===== config.mk =====
export PLATFORM = sky130hd
export DESIGN_NAME = fed_fragment_sequencer
export DESIGN_NICKNAME = d
export VERILOG_FILES = /design/src/design/ffs_pkg.sv /design/src/design/fed_fragment_sequencer.sv
export SDC_FILE = /design/constraint.sdc
export NUM_CORES = 1
export LEC_CHECK = 0
export CAP_MARGIN = 25
export CORE_ASPECT_RATIO = 0.75
export CORE_MARGIN = 2
export CORE_UTILIZATION = 53
export CTS_CLUSTER_SIZE = 14
export DETAILED_ROUTE_END_ITERATION = 6
export DONT_BUFFER_PORTS = 1
export PLACE_DENSITY_LB_ADDON = 0.08
export SLEW_MARGIN = 20
export SYNTH_ARGS = -nofsm -noshare
export SYNTH_HDL_FRONTEND = slang
export SYNTH_SLANG_ARGS = --single-unit

===== constraint.sdc =====
create_clock -name aclk -period 13.5 [get_ports aclk]
set_input_delay 0.675 -clock aclk [delete_from_list [all_inputs] [get_ports aclk]]
set_output_delay 0.675 -clock aclk [all_outputs]
set_load 0.1 [all_outputs]

===== src/design/ffs_pkg.sv =====
// ----------------------------------------------------------------------------
// ffs_pkg
// Widths, codes and beat layouts of the fragment sequencer.
// ----------------------------------------------------------------------------
`timescale 1ns / 1ps

package ffs_pkg;

    localparam int MAX_SOURCES   = 32;
    localparam int HEADER_BYTES  = 8;
    localparam int TRAILER_BYTES = 8;
    localparam int CHUNK_UNIT    = 8;

    localparam int BYTES_W = 24;
    localparam int SRC_W   = 12;
    localparam int CNT_W   = 6;
    localparam int IDX_W   = $clog2(MAX_SOURCES + 1);
    localparam int SLOT_W  = (MAX_SOURCES > 1) ? $clog2(MAX_SOURCES) : 1;

    localparam int S_DATA_W = 48;
    localparam int M_DATA_W = 40;
    localparam int PADDR_W  = 3;
    localparam int PDATA_W  = 32;

    localparam logic [BYTES_W-1:0] PAYLOAD_RESET = BYTES_W'(1024);

    typedef enum logic [1:0] {
        ACT_LOAD    = 2'd0,
        ACT_START   = 2'd1,
        ACT_PEEK    = 2'd2,
        ACT_CONSUME = 2'd3
    } action_t;

    typedef enum logic [1:0] {
        KIND_HEADER  = 2'd0,
        KIND_PAYLOAD = 2'd1,
        KIND_TRAILER = 2'd2
    } kind_t;

    // Register word index, taken from paddr[2].
    localparam logic REG_PAYLOAD_BYTES = 1'b0;

endpackage


===== src/design/fed_fragment_sequencer.sv =====
// ----------------------------------------------------------------------------
// fed_fragment_sequencer
// Steps through a super-fragment of header, payload chunks and trailer per
// source, advancing one component per consume beat.
// ----------------------------------------------------------------------------
//  Channel   Dir  Contents
//  s_*       in   tuser: action; tdata: source_id, source_count, bytes_available
//  m_*       out  tuser: comp_kind; tdata: comp_bytes, comp_source, at_end, fault
//  APB       in   payload_bytes at byte address 0
//
//  One beat is accepted per cycle while s_tready is high; its result beat appears in the next cycle.
//  The source table read, the chunk sizing and the state update all sit in
//  one combinational pass in front of the output register.
//  While a result beat waits on m_tready, s_tready drops until it is taken.
//  Reset is synchronous on aresetn; the source table is not cleared.
// ----------------------------------------------------------------------------
`timescale 1ns / 1ps

module fed_fragment_sequencer
    import ffs_pkg::*;
(
    input  logic                aclk,
    input  logic                aresetn,

    input  logic                s_tvalid,
    output logic                s_tready,
    // [11:0] source_id, [17:12] source_count, [41:18] bytes_available
    input  logic [S_DATA_W-1:0] s_tdata,
    // [1:0] action
    input  logic [1:0]          s_tuser,

    output logic                m_tvalid,
    input  logic                m_tready,
    // [23:0] comp_bytes, [35:24] comp_source, [36] at_end, [37] fault
    output logic [M_DATA_W-1:0] m_tdata,
    // [1:0] comp_kind
    output logic [1:0]          m_tuser,

    input  logic                psel,
    input  logic                penable,
    input  logic                pwrite,
    input  logic [PADDR_W-1:0]  paddr,
    input  logic [PDATA_W-1:0]  pwdata,
    output logic [PDATA_W-1:0]  prdata,
    output logic                pready
);

    logic [BYTES_W-1:0] payload_bytes_reg;

    logic [SRC_W-1:0]   table_mem [MAX_SOURCES];
    logic [IDX_W-1:0]   load_ptr_reg,  load_ptr_next;
    logic [IDX_W-1:0]   src_total_reg, src_total_next;
    logic [IDX_W-1:0]   src_index_reg, src_index_next;
    kind_t              kind_reg,      kind_next;
    logic [BYTES_W-1:0] left_reg,      left_next;

    logic               out_valid_reg;
    kind_t              out_kind_reg,   out_kind_next;
    logic [BYTES_W-1:0] out_bytes_reg,  out_bytes_next;
    logic [SRC_W-1:0]   out_src_reg,    out_src_next;
    logic               out_end_reg,    out_end_next;
    logic               out_fault_reg,  out_fault_next;

    action_t            in_action;
    logic [SRC_W-1:0]   in_sid;
    logic [CNT_W-1:0]   in_count;
    logic [BYTES_W-1:0] in_avail;
    logic               accept;
    logic               finished;
    logic               table_wr;
    kind_t              cur_kind;
    logic [BYTES_W-1:0] chunk;

    assign in_action = action_t'(s_tuser);
    assign in_sid    = s_tdata[11:0];
    assign in_count  = s_tdata[17:12];
    assign in_avail  = s_tdata[41:18];

    assign s_tready = !out_valid_reg || m_tready;
    assign accept   = s_tvalid && s_tready;
    assign finished = src_index_reg >= src_total_reg;
    assign table_wr = accept && (in_action == ACT_LOAD)
                      && (load_ptr_reg < IDX_W'(MAX_SOURCES));

    // kind_next never holds the unused code, but fold it onto header anyway.
    always_comb begin
        case (kind_reg)
            KIND_PAYLOAD: cur_kind = KIND_PAYLOAD;
            KIND_TRAILER: cur_kind = KIND_TRAILER;
            default:      cur_kind = KIND_HEADER;
        endcase
    end

    always_comb begin
        case (cur_kind)
            KIND_PAYLOAD: begin
                if (in_avail < BYTES_W'(CHUNK_UNIT)) begin
                    chunk = BYTES_W'(CHUNK_UNIT);
                end else if (left_reg > in_avail) begin
                    chunk = in_avail & ~BYTES_W'(CHUNK_UNIT - 1);
                end else begin
                    chunk = left_reg;
                end
            end
            KIND_TRAILER: chunk = BYTES_W'(TRAILER_BYTES);
            default:      chunk = BYTES_W'(HEADER_BYTES);
        endcase
    end

    always_comb begin
        load_ptr_next  = load_ptr_reg;
        src_total_next = src_total_reg;
        src_index_next = src_index_reg;
        kind_next      = kind_reg;
        left_next      = left_reg;
        out_kind_next  = KIND_HEADER;
        out_bytes_next = '0;
        out_src_next   = '0;
        out_fault_next = 1'b0;

        case (in_action)
            ACT_LOAD: begin
                if (load_ptr_reg < IDX_W'(MAX_SOURCES)) begin
                    load_ptr_next = load_ptr_reg + IDX_W'(1);
                end
            end
            ACT_START: begin
                if (IDX_W'(in_count) > IDX_W'(MAX_SOURCES)) begin
                    src_total_next = IDX_W'(MAX_SOURCES);
                end else begin
                    src_total_next = IDX_W'(in_count);
                end
                src_index_next = '0;
                load_ptr_next  = '0;
                kind_next      = KIND_HEADER;
                left_next      = '0;
            end
            default: begin
                if (finished) begin
                    out_fault_next = 1'b1;
                end else begin
                    out_kind_next  = cur_kind;
                    out_bytes_next = chunk;
                    out_src_next   = table_mem[src_index_reg[SLOT_W-1:0]];
                    if (in_action == ACT_CONSUME) begin
                        case (cur_kind)
                            KIND_PAYLOAD: begin
                                if (left_reg > chunk) begin
                                    left_next = left_reg - chunk;
                                end else begin
                                    left_next = '0;
                                    kind_next = KIND_TRAILER;
                                end
                            end
                            KIND_TRAILER: begin
                                kind_next      = KIND_HEADER;
                                src_index_next = src_index_reg + IDX_W'(1);
                            end
                            default: begin
                                if (payload_bytes_reg != '0) begin
                                    kind_next = KIND_PAYLOAD;
                                    left_next = payload_bytes_reg;
                                end else begin
                                    kind_next = KIND_TRAILER;
                                    left_next = '0;
                                end
                            end
                        endcase
                    end
                end
            end
        endcase

        out_end_next = src_index_next >= src_total_next;
    end

    always_ff @(posedge aclk) begin
        if (table_wr) begin
            table_mem[load_ptr_reg[SLOT_W-1:0]] <= in_sid;
        end
    end

    always_ff @(posedge aclk) begin
        if (!aresetn) begin
            load_ptr_reg  <= '0;
            src_total_reg <= '0;
            src_index_reg <= '0;
            kind_reg      <= KIND_HEADER;
            left_reg      <= '0;
            out_valid_reg <= 1'b0;
        end else begin
            if (accept) begin
                load_ptr_reg  <= load_ptr_next;
                src_total_reg <= src_total_next;
                src_index_reg <= src_index_next;
                kind_reg      <= kind_next;
                left_reg      <= left_next;
                out_valid_reg <= 1'b1;
            end else if (m_tready) begin
                out_valid_reg <= 1'b0;
            end
        end
    end

    always_ff @(posedge aclk) begin
        if (accept) begin
            out_kind_reg  <= out_kind_next;
            out_bytes_reg <= out_bytes_next;
            out_src_reg   <= out_src_next;
            out_end_reg   <= out_end_next;
            out_fault_reg <= out_fault_next;
        end
    end

    assign m_tvalid = out_valid_reg;
    assign m_tuser  = out_kind_reg;
    assign m_tdata  = {2'b00, out_fault_reg, out_end_reg, out_src_reg, out_bytes_reg};

    // APB register file: one register, word-decoded on paddr[2].
    always_ff @(posedge aclk) begin
        if (!aresetn) begin
            payload_bytes_reg <= PAYLOAD_RESET;
        end else if (psel && penable && pwrite && pready
                     && (paddr[2] == REG_PAYLOAD_BYTES)) begin
            payload_bytes_reg <= pwdata[BYTES_W-1:0];
        end
    end

    assign pready = 1'b1;
    assign prdata = (paddr[2] == REG_PAYLOAD_BYTES)
                    ? PDATA_W'(payload_bytes_reg) : '0;

endmodule


# Yosys cells after proc, flatten, opt, wreduce, memory -nomap -nowiden
# Memories as Yosys holds them, arrays and structs flattened. A register that Yosys moved wholly into a read port is not among the register bits.
# Cells that the tools add are included.
[op_classes]
n_addsub = 3
n_lt_le_gt_ge = 7
bitwise_logic = 2
eq_ne = 10
n_mux = 30
reduce_logical = 18
[ops]
columns = ["op", "n"]
rows = [
  ["2-to-1 mux 24 bit", 8],
  ["case mux 24 bit (2 select lines)", 2],
  ["> comparator 24 bit", 2],
  ["2-to-1 mux 6 bit", 6],
  ["less-than comparator 24 x 4 -> 1 bit (second input constant)", 1],
  ["case mux 6 bit (2 select lines)", 2],
  ["nonzero test 24 bit", 1],
  ["subtractor 24 bit", 1],
  ["adder 6 x 1 -> 6 bit (second input constant)", 2],
  [">= comparator 6 bit", 2],
  ["case mux 2 bit (2 select lines)", 3],
  ["AND reduction 5 bit", 2],
  ["2-to-1 mux 2 bit", 4],
  ["equality test 2 x 1 -> 1 bit (second input constant)", 3],
  ["equality test 2 bit (second input constant)", 3],
  ["> comparator 6 bit (second input constant)", 1],
  ["logical AND 1 bit", 6],
  ["less-than comparator 6 bit (second input constant)", 1],
  ["!= test 2 x 1 -> 1 bit (second input constant)", 3],
  ["nonzero test 2 bit", 3],
  ["2-to-1 mux 1 bit", 5],
  ["!= test 3 x 2 -> 1 bit (second input constant)", 1],
  ["AND reduction 3 bit", 1],
  ["OR reduction 3 bit", 1],
  ["other kinds (5)", 6],
]
[totals]
out_inout_bits = 77
mem_bits_rw = 384
wordCells = 82
input_bits = 92
n_memories = 1
regBits = 97
[mem_list]
columns = ["memory", "words", "word_bits", "read_ports", "rd_clocked_by_memory_dff", "write_ports", "line", "rtl"]
rows = [
  ["table_mem", 32, 12, 1, 1, 1, "fed_fragment_sequencer.sv:50", "logic [SRC_W-1:0] table_mem [MAX_SOURCES];"],
]

# Longest topological paths before layout
# Gate-level depths: netlist of run 1.
[depth]
word_depth = 10
mapped_depth = 21
depth_no_buf = 19

# Worst setup path after synthesis of run 1
# OpenSTA, ideal clock, no wires.
[synth_path]
path_kind = "input-to-reg"
startpoint = "input s_tdata[39]"
endpoint = "register kind_reg[0]"
setup_slack_ns = 8.673
path_buffers = 0
stages = 18
t_required_ns = 13.408
setup_ns = 0.092
t_arrival_ns = 4.735
cell_sequence = "inv_1 -> ha_1 -> a21o_1 -> a21o_1 -> a221o_1 -> a311o_1 -> a21boi_0 -> and2_1 -> ha_1 -> inv_1 -> fa_1 -> a211oi_1 -> o21ai_1 -> a21oi_2 -> o211a_1 -> nor2b_1 -> or4_1 -> o32ai_1"
[synth_via]
elab_chain_cells = 7
elab_cells_between_ends = 8
cone_classes = "3 x order compare; 1 x eq/ne; 3 x mux; 1 x reduce/logical"
[synth_rtl]
columns = ["item", "line", "rtl"]
rows = [
  ["from (decl)", "fed_fragment_sequencer.sv:28", "input logic [S_DATA_W-1:0] s_tdata,"],
  ["> comparator 24 bit", "fed_fragment_sequencer.sv:99", "end else if (left_reg > in_avail) begin"],
  ["2-to-1 mux 24 bit", "fed_fragment_sequencer.sv:99", ""],
  ["2-to-1 mux 24 bit (*)", "fed_fragment_sequencer.sv:97", "if (in_avail < BYTES_W'(CHUNK_UNIT)) begin"],
  ["2-to-1 mux 24 bit (*)", "fed_fragment_sequencer.sv:95", "case (cur_kind)"],
  ["via chunk[0]", "fed_fragment_sequencer.sv:72", "logic [BYTES_W-1:0] chunk;"],
  ["> comparator 24 bit (*)", "fed_fragment_sequencer.sv:148", "if (left_reg > chunk) begin"],
  ["!= test 3 x 2 -> 1 bit (no source line) (*)", "--", ""],
  ["AND reduction 5 bit (no source line) (*)", "--", ""],
  ["to (signal assigned)", "fed_fragment_sequencer.sv:196", "kind_reg <= kind_next;"],
  ["to (decl)", "fed_fragment_sequencer.sv:54", "kind_t kind_reg, kind_next;"],
]
# Mark *: on every way through the listed nets, which the timed path passes. The rest lies on a longest branch.
# A chain may end at the register's enable or synchronous reset.

# Final worst setup path of run 1
[layout_path]
startpoint = "register left_reg[1]"
endpoint = "register kind_reg[1]"
[layout_via]
elab_chain_cells = 7
[layout_rtl]
columns = ["item", "line", "rtl"]
rows = [
  ["from (decl)", "fed_fragment_sequencer.sv:55", "logic [BYTES_W-1:0] left_reg, left_next;"],
  ["from (signal assigned)", "fed_fragment_sequencer.sv:197", "left_reg <= left_next;"],
  ["> comparator 24 bit", "fed_fragment_sequencer.sv:99", ""],
  ["2-to-1 mux 24 bit", "fed_fragment_sequencer.sv:99", ""],
  ["2-to-1 mux 24 bit", "fed_fragment_sequencer.sv:97", ""],
  ["2-to-1 mux 24 bit", "fed_fragment_sequencer.sv:95", ""],
  ["via chunk[0]", "fed_fragment_sequencer.sv:72", ""],
  ["> comparator 24 bit", "fed_fragment_sequencer.sv:148", ""],
  ["!= test 3 x 2 -> 1 bit (no source line)", "--", ""],
  ["AND reduction 5 bit (no source line)", "--", ""],
]
# The timed path passes the listed nets, and every way through them passes these cells.

==> results of run 1 <==
[worst max-delay path by stage]
stage	slack (ns)	from	cells past startpoint	to
5_1_grt	6.90	left_reg[1]	20	kind_reg[1]
3_3_place_gp	7.29	s_tdata[19]	21	kind_reg[0]
3_5_place_dp	7.30	s_tdata[19]	21	kind_reg[0]
4_1_cts	7.42	left_reg[1]	20	kind_reg[0]
2_1_floorplan	8.67	s_tdata[39]	18	kind_reg[0]
6_report	7.19	left_reg[1]	20	kind_reg[1]
[cell families after synthesis]
family | count (synthesis) | share of synthesized area [%]
simple gates | 358 | 7.84
other cells | 2 | 0.0338
fa+ha+maj | 69 | 3.92
mux | 137 | 12.9
compound gates | 272 | 8.31
xor+xnor | 18 | 0.709
flops | 493 | 63.5
buf+inv | 138 | 2.76
[layer usage]
layer,global-route usage [%],wire [um]
met5,0,10
met4,4.77,865
met3,7.24,5750
met2,34.2,22900
met1,42.9,26700
[Yosys cell counts, drive strengths merged (11+ instances only)]
| cell type | number |
|---|---|
| ha | 68 |
| o21ai | 54 |
| nor2 | 89 |
| nand2 | 118 |
| a22oi | 18 |
| nand3 | 22 |
| nor2b | 29 |
| clkbuf | 55 |
| a21o | 15 |
| mux4 | 120 |
| o21ba | 21 |
| and3 | 28 |
| dfxtp | 69 |
| edfxtp | 424 |
| nor4 | 15 |
| nand4 | 11 |
| buf | 31 |
| inv | 51 |
| mux2i | 17 |
| a21boi | 21 |
| nor3 | 11 |
| a21oi | 77 |
[worst max-delay path: cells and delay by family, from the launching register on]
kind | cells | cell delay (ns)
AND/OR/NAND/NOR | 4 | 0.97
flip-flops | 1 | 0.57
buffers and inverters | 3 | 0.52
adder cells (fa/ha/maj) | 3 | 0.94
AO/OA/AOI/OAI | 10 | 3.18
[power by group]
group / total, mW / leakage, nW / switching [mW] / internal, mW
registers: 1.73 / 4.42 / 0.0621 / 1.67
clock network: 1.30 / 0.747 / 0.568 / 0.735
logic: 0.126 / 2.93 / 0.0887 / 0.0376
[layout by cell type, fill, tap and decap left out, drive strengths merged, types with 17 or more instances in the layout]
| master | n |
|---|---|
| edfxtp | 424 |
| mux4 | 120 |
| nand2 | 118 |
| nor2 | 89 |
| a21oi | 77 |
| dfxtp | 69 |
| ha | 68 |
| clkbuf | 59 |
| o21ai | 54 |
| inv | 53 |
| buf | 31 |
| nor2b | 29 |
| and3 | 28 |
| nand3 | 22 |
| a21boi | 21 |
| o21ba | 21 |
| clkinv | 21 |
| a22oi | 18 |
| mux2i | 17 |
[cell type report]
class                           count  share of cell area, %
Tap cell                          561                   2.87
Clock inverter                     28                   1.11
Timing Repair Buffer               31                   1.28
Multi-Input combinational cell    865                   31.2
Clock buffer                       59                   5.07
Inverter                           51                  0.782
Sequential cell                   493                   57.7
[metrics by stage]
| stage | setup WS [ns] | instances | utilization (%) |
|---|---|---|---|
| floorplan | 8.67 | 1496 | - |
| global placement | 7.29 | 1994 | 55.6 |
| detailed placement | 7.30 | 1997 | 55.8 |
| CTS | 7.42 | 2084 | 59.4 |
| global route | 6.90 | 2088 | 59.6 |
| finish | 7.19 | 2088 | 59.6 |
==> summary.txt, run 1 <==
Clock tree
  • Root Buffer Master: clkbuf_16
  • CTS tree: done
  • Cts repair resizes: 0
  • Clk pin slew, worst setup/hold paths: 0.06 ns
  • CTS Buffer Depth: 3
  • Clock sinks: 493
  • Worst skew pair latency: 0.57 ns
  • Inserted Clock Buffers: 48
  • Hold buffer count at CTS: 0
  • Post-CTS setup buffers: 0
  • H-Tree Depth: 2

Setup path
  • CP max stage delay: 0.92 ns
  • Startpoint Class: flip-flop
  • Crit path capture type: flip-flop
  • Reg2reg path depth: 20
  • CP Cell Sequence: ha_1, nor2b_1, o211ai_1, a211oi_1, a211o_1, a311o_1, buf_4, a21boi_0, and2_1, ha_1, inv_1, fa_1, a211oi_1, o21ai_1, a21oi_2, o211a_1, nor2b_1, buf_4, or4_1, o32ai_1
  • Crit path DAT: 6.79 ns
  • Setup slack, reg-to-reg: 7.19 ns
  • CP max-delay cell: a21boi_0
  • CP Class: reg -> reg
  • Crit Reg-Reg Endpoint: kind_reg[1]
  • Worst path required time: 13.97 ns
  • CP max FO: 43
  • FF-to-FF Start: left_reg[1]

Floorplan
  • Core area: 0.0411 mm2
  • Die height: 181 um
  • Die X: 240 um
  • Die area: 0.0436 mm2
  • Initial Util: 54.1%
  • I/O pins: 169
  • FP Rows: 64

Layout
  • FF/Latch Area: 0.0141 mm2
  • Final instance area: 0.0245 mm2
  • Layout cells sized above 1: 19.8%
  • Max reg flops: 384
  • # nets final: 1,651
  • N_diodes: 0
  • Synth-to-layout area growth: 10.2%
  • Multi-input gate area: 0.00764 mm2
  • Fill cells: 3,151

Global routing
  • First-pass GRT wire length: 82.0 mm
  • Total GRT Usage: 26.0%
  • Number of global-route vias before repair: 12,318
  • Largest net degree at the start of global routing: 69
  • Global route overflow: 0
  • Initial antenna violation count: 1

Timing
  • Final period util: 46.8%
  • Clock Skews: 0.0137 ns
  • RSZ-0062 raised after global routing: false
  • Worst slew margin relative to its limit: 22.2%
  • Final setup fails: 0
  • Worst-margin pin slew: 1.16 ns
  • Worst Hold Slack: 0.197 ns
  • Setup tns final: 0 ns
  • Hold Fails Final Rpt: 0
  • Max-slew violation count: 0
  • Fin crit period: 6.31 ns
  • Fmax: 158 MHz

Yosys
  • Syn Inst Count: 1,487
  • Ys flop type: edfxtp_1
  • Synth area leaders: edfxtp_1, mux4_2, dfxtp_1
  • Number of synthesized flops with an enable pin: 424
  • Synth top area share: 57.3%
  • Asr flop ratio synth: 0%
  • Area leader, netlist: edfxtp_1
  • Synth Area per Inst: 14.9 um2
  • Synth Register Bits: 493
  • Synthesized cell area: 0.0222 mm2
  • Synth cell types: 77
  • Seq/Total Area, Yosys: 63.5%
  • Yosys warning count: 0

Power and ir drop
  • VDD IR-drop max: 0.0951 mV
  • Pwr Total: 3.16 mW
  • Power per Cell Area: 129 mW/mm2
  • Leakage: 8.10 nW

Routing
  • Total routed wirelength: 56.2 mm
  • Initial DRC count: 1,512
  • Via count: 13,051
  • DR vias/cell: 6.25
  • Wire per inst: 26.9 um
  • # DRC: 0
  • Routed Antenna Nets: 0
  • DR pass1 iterations: 5

Place
  • Post-DP HPWL: 36.7 mm
  • DP Area: 0.0229 mm2
  • Final Wtd Congestion: 0.907
  • Port bufs: 0

Worst hold path
  • Min-Delay Startpoint: s_tdata[8]
  • Hold Crit Depth: 0
  • Worst hold path class: in -> reg
  • Worst Hold Path EP: table_mem[8][8]

Outcome
  • Outcome: complete, no violations

Flow run
  • Number of max-cap violations: 0
Note: power is estimated with default switching activity, not from simulation.
==> run 2, diff against run 1 <==
clock period = 5.2 ns   (was 13.5 ns; I/O delays follow)
==> summary.txt, run 2 (same netlist as run 1, synthesis figures left out) <==
Outcome
  • Outcome: complete, no violations

Setup path
  • CP max stage delay: 0.53 ns
  • Crit path capture type: flip-flop
  • CP max-delay cell: or4_1
  • Startpoint Class: flip-flop
  • CP Class: reg -> reg
  • Worst path required time: 5.69 ns
  • CP Cell Sequence: ha_1, nor2b_1, o211ai_1, a211oi_1, a211o_1, a311o_1, buf_4, and3_1, o21ai_0, ha_1, and3_1, and4_2, a41oi_1, nand3_2, or2_1, or4_1, o211ai_2
  • CP max FO: 17
  • Crit path DAT: 5.53 ns

Global routing
  • Global route overflow: 0
  • Initial antenna violation count: 5
  • Total GRT Usage: 27.7%
  • Largest net degree at the start of global routing: 101
  • Number of global-route vias before repair: 13,023
  • First-pass GRT wire length: 86.8 mm

Timing
  • Clock Skews: 0.0342 ns
  • Fin crit period: 5.04 ns
  • Worst Hold Slack: 0.0180 ns
  • Worst slew margin relative to its limit: 25.1%
  • RSZ-0062 raised after global routing: true
  • Setup tns final: 0 ns
  • Hold Fails Final Rpt: 0
  • Worst Slack Setup Final: 0.164 ns
  • Max-slew violation count: 0
  • Fmax: 199 MHz
  • Final period util: 96.8%
  • Worst-margin pin slew: 1.12 ns
  • Final setup fails: 0

Layout
  • Most common cell after layout, fill and taps aside: edfxtp_1
  • Final Util: 61.8%
  • Fill cells: 3,067
  • Final instance area: 0.0254 mm2
  • Final std cells w/o fill: 2,205
  • Most frequent cells in the layout: edfxtp_1, mux4_2, nand2_1, buf_4, nor2_1
  • Max reg flops: 384
  • # nets final: 1,764
  • Layout cells sized above 1: 22.2%
  • Synth-to-layout area growth: 14.2%

Power and ir drop
  • Power per Cell Area: 328 mW/mm2
  • VDD IR-drop max: 0.274 mV
  • Leakage: 8.62 nW
  • Pwr Total: 8.32 mW

Routing
  • Initial DRC count: 1,737
  • DR pass1 iterations: 5
  • Via count: 13,584
  • Wire per inst: 27.2 um
  • # DRC: 0
  • DR vias/cell: 6.16
  • Routed Antenna Nets: 0
  • Total routed wirelength: 59.9 mm

Floorplan
  • I/O pins: 169
  • Initial Util: 54.1%
  • Die X: 240 um
  • FP Rows: 64
  • Core area: 0.0411 mm2
  • Die area: 0.0436 mm2
  • Die height: 181 um

Place
  • Final Wtd Congestion: 0.953
  • DP Area: 0.0234 mm2
  • Post-DP HPWL: 38.7 mm
  • Dpl cells: 2,066
  • Port bufs: 0
  • Dpl ws: 0.242 ns

Clock tree
  • Post-CTS setup buffers: 0
  • CTS tree: done
  • Worst skew pair latency: 0.58 ns
  • CTS Buffer Depth: 3
  • Root Buffer Master: clkbuf_16
  • Clk pin slew, worst setup/hold paths: 0.07 ns
  • Clock sinks: 493
  • Inserted Clock Buffers: 48
  • H-Tree Depth: 2

Flow run
  • Number of max-cap violations: 0

Worst hold path
  • Worst hold path class: in -> reg
run 2: cell count changes in the layout (fill, tap and decap cells not counted), sizes merged:
cell	delta
dlygate4sd3	+36
buf	+77
clkinvlp	+3
inv	+1
diode	+2
clkbuf	-2
run 2: cell type report:
| cell class | instances | area [um2] | area share [%] |
|---|---|---|---|
| Sequential cell | 493 | 14100 | 55.7 |
| Multi-Input combinational cell | 865 | 7600 | 30.0 |
| Clock buffer | 57 | 1230 | 4.87 |
| Timing Repair Buffer | 144 | 1220 | 4.82 |
| Tap cell | 561 | 702 | 2.77 |
| Clock inverter | 32 | 290 | 1.14 |
| Inverter | 51 | 191 | 0.754 |
| Antenna cell | 2 | 5.00 | 0.0197 |
run 2: critical path: cells and delay by family (launching register included):
family          cells  cell delay, ns
simple gates        7            1.77
buf+inv             1            0.25
flops               1            0.44
fa+ha+maj           2            0.68
compound gates      7            1.79
run 2: layer usage:
layer	vias up	share of wire, %	track usage [%]
met5	-	0.022	0
met4	2	1.5	4.99
met3	75	12	9.92
met2	624	40	35.7
met1	6848	46	44.8
li1	6035	-	-
run 2: power breakdown:
part / total (mW) / switching (mW) / internal (mW) / leakage (nW)
clock network: 3.42 / 1.51 / 1.91 / 0.742
logic: 0.417 / 0.292 / 0.125 / 3.46
registers: 4.48 / 0.156 / 4.32 / 4.42
total: 8.32 / 1.96 / 6.36 / 8.62
run 2: what timing repair did:
action                                  in CTS  in global routing
endpoints found under the setup margin       0                 11
gates resized for setup                      0                  5
hold buffers                                47                  0
endpoints found under the hold margin      427                  0
run 2: path summary, 6_finish.rpt:
| check | startpoint | to | slack [ns] | depth (start not counted) |
|---|---|---|---|---|
| hold / removal | m_tready | m_tvalid | 0.02 | 2 |
| setup / recovery | left_reg[1] | left_reg[21] | 0.16 | 17 |
| hold reg to reg | src_total_reg[5] | src_total_reg[5] | 0.48 | 2 |
| setup reg to reg | left_reg[1] | left_reg[21] | 0.16 | 17 |
==> run 3, diff against run 2 <==
ABC_CLOCK_PERIOD_IN_PS = 5200   (was not set)
GPL_TIMING_DRIVEN = 0   (was not set)
==> summary.txt, run 3 (same netlist as run 1, synthesis figures left out) <==
Outcome
  • Outcome: finished, violations left
  • Failing checks: DRC

Worst hold path
  • Worst hold path class: in -> reg
  • Hold Crit Depth: 4

Setup path
  • Critical path endpoint: kind_reg[1]
  • CP max FO: 10
  • Crit Reg-Reg Endpoint: kind_reg[1]
  • Reg2reg path depth: 16
  • Crit path capture type: flip-flop
  • Crit path DAT: 5.62 ns
  • Worst setup path start: left_reg[15]
  • FF-to-FF Start: left_reg[15]
  • Worst path required time: 5.68 ns
  • Startpoint Class: flip-flop
  • Setup slack, reg-to-reg: 0.06 ns
  • CP Class: reg -> reg

Layout
  • # nets final: 1,789
  • Max reg flops: 384
  • Multi-input gate area: 0.00774 mm2
  • Most frequent cells in the layout: edfxtp_1, mux4_2, nand2_1, nor2_1, a21oi_1
  • Fill cells: 3,064
  • Layout cells sized above 1: 21.7%
  • FF/Latch Area: 0.0141 mm2
  • Synth-to-layout area growth: 15.5%
  • Most common cell after layout, fill and taps aside: edfxtp_1
  • Final std cells w/o fill: 2,227

Global routing
  • First-pass GRT wire length: 89.7 mm
  • Largest net degree at the start of global routing: 33
  • Initial antenna violation count: 4
  • Total GRT Usage: 29.0%
  • Number of global-route vias before repair: 13,158
  • Global route overflow: 0

Floorplan
  • Core area: 0.0411 mm2
  • Die X: 240 um
  • I/O pins: 169
  • Initial Util: 54.1%
  • FP Rows: 64
  • Die height: 181 um
  • Die area: 0.0436 mm2

Routing
  • DR pass1 iterations: 7
  • DR vias/cell: 6.35
  • Routed Antenna Nets: 0
  • # DRC: 5
  • Wire per inst: 28.4 um
  • Initial DRC count: 1,869
  • Total routed wirelength: 63.2 mm
  • Via count: 14,144

Place
  • Post-DP HPWL: 44.8 mm
  • Dpl cells: 2,079
  • Port bufs: 0
  • Final Wtd Congestion: 0.947

Timing
  • Setup tns final: 0 ns
  • RSZ-0062 raised after global routing: true
  • Fin crit period: 5.14 ns
  • Final setup fails: 0
  • Hold Fails Final Rpt: 0
  • Fmax: 195 MHz
  • Max-slew violation count: 0
  • Clock Skews: 0.0145 ns
  • Final period util: 98.8%
  • Worst-margin pin slew: 1.12 ns
  • Worst slew margin relative to its limit: 25.0%

Clock tree
  • CTS tree: done
  • H-Tree Depth: 2
  • Root Buffer Master: clkbuf_16
  • Inserted Clock Buffers: 48
  • CTS Buffer Depth: 3
  • Worst skew pair latency: 0.59 ns
  • Clk pin slew, worst setup/hold paths: 0.06 ns
  • Clock sinks: 493

Power and ir drop
  • Power per Cell Area: 327 mW/mm2
  • Leakage: 8.64 nW
  • VDD IR-drop max: 0.294 mV

Flow run
  • Number of max-cap violations: 0
==> run 3: worst min path at each step <==
stage | from | endpoint | slack [ns]
finish | aresetn | left_reg[21] | 0.02
global route | aresetn | left_reg[21] | 0.02
CTS | s_tuser[0] | kind_reg[1] | 0.008
detailed placement | s_tdata[10] | table_mem[9][10] | 0.36
global placement | s_tdata[10] | table_mem[10][10] | 0.36
floorplan | s_tdata[0] | table_mem[0][0] | 0.36
==> run 3: timing repair <==
action	in CTS	in global routing
hold buffers	55	0
endpoints found under the setup margin	25	24
buffers inserted	2	4
gates resized for setup	25	48
pin swaps	2	6
hold endpoints to repair	415	0
==> run 3: final cells by class <==
cell class                 count  area share, %
antenna                        1        0.00975
buffer                        86           1.69
sequential                   493           55.0
tap                          561           2.73
multi-input combinational    865           30.1
clock inverter                26          0.989
clock buffer                  61           4.99
inverter                      51          0.746
timing repair buffer          83           3.67
==> run 3: through the flow <==
step	hold WS, ns	total power [mW]	utilization [%]	setup WS [ns]	instance area [um2]
6_report	0.0244	8.40	62.5	0.0640	25700
5_1_grt	0.0230	8.62	62.5	-0.0143	25700
4_1_cts	0.00848	8.43	62.2	0.00959	25600
3_5_place_dp	0.361	4.91	56.7	-0.627	23300
3_3_place_gp	0.361	4.90	55.9	-0.659	23000
2_1_floorplan	0.359	4.82	-	0.734	22300
==> run 3: report_power, final <==
group	switching [mW]	internal, mW
sequential	0.146	4.32
combinational	0.328	0.154
clock	1.50	1.95
total	1.98	6.42
==> run 3: critical path, stage by stage, from the launching register on <==
cell,delay (ns)
dfxtp_1,0.61
ha_1,0.34
nand2_1,0.15
nor4_4,0.07
a221o_1,0.32
a311o_2,0.44
clkbuf_2,0.21
a21boi_0,0.24
o21ai_0,0.20
ha_1,0.47
nand4_1,0.13
buf_4,0.18
nor4_2,0.40
a41oi_1,0.20
nor2b_1,0.18
or4_1,0.57
o32ai_1,0.30
==> run 3: layer usage <==
layer	vias to the layer above	global-route usage [%]	routed length (um)
li1	6074	-	-
met1	7235	48.0	29000
met3	78	10.7	8460
met5	-	0	8
met2	755	35.9	24700
met4	2	5.39	1050
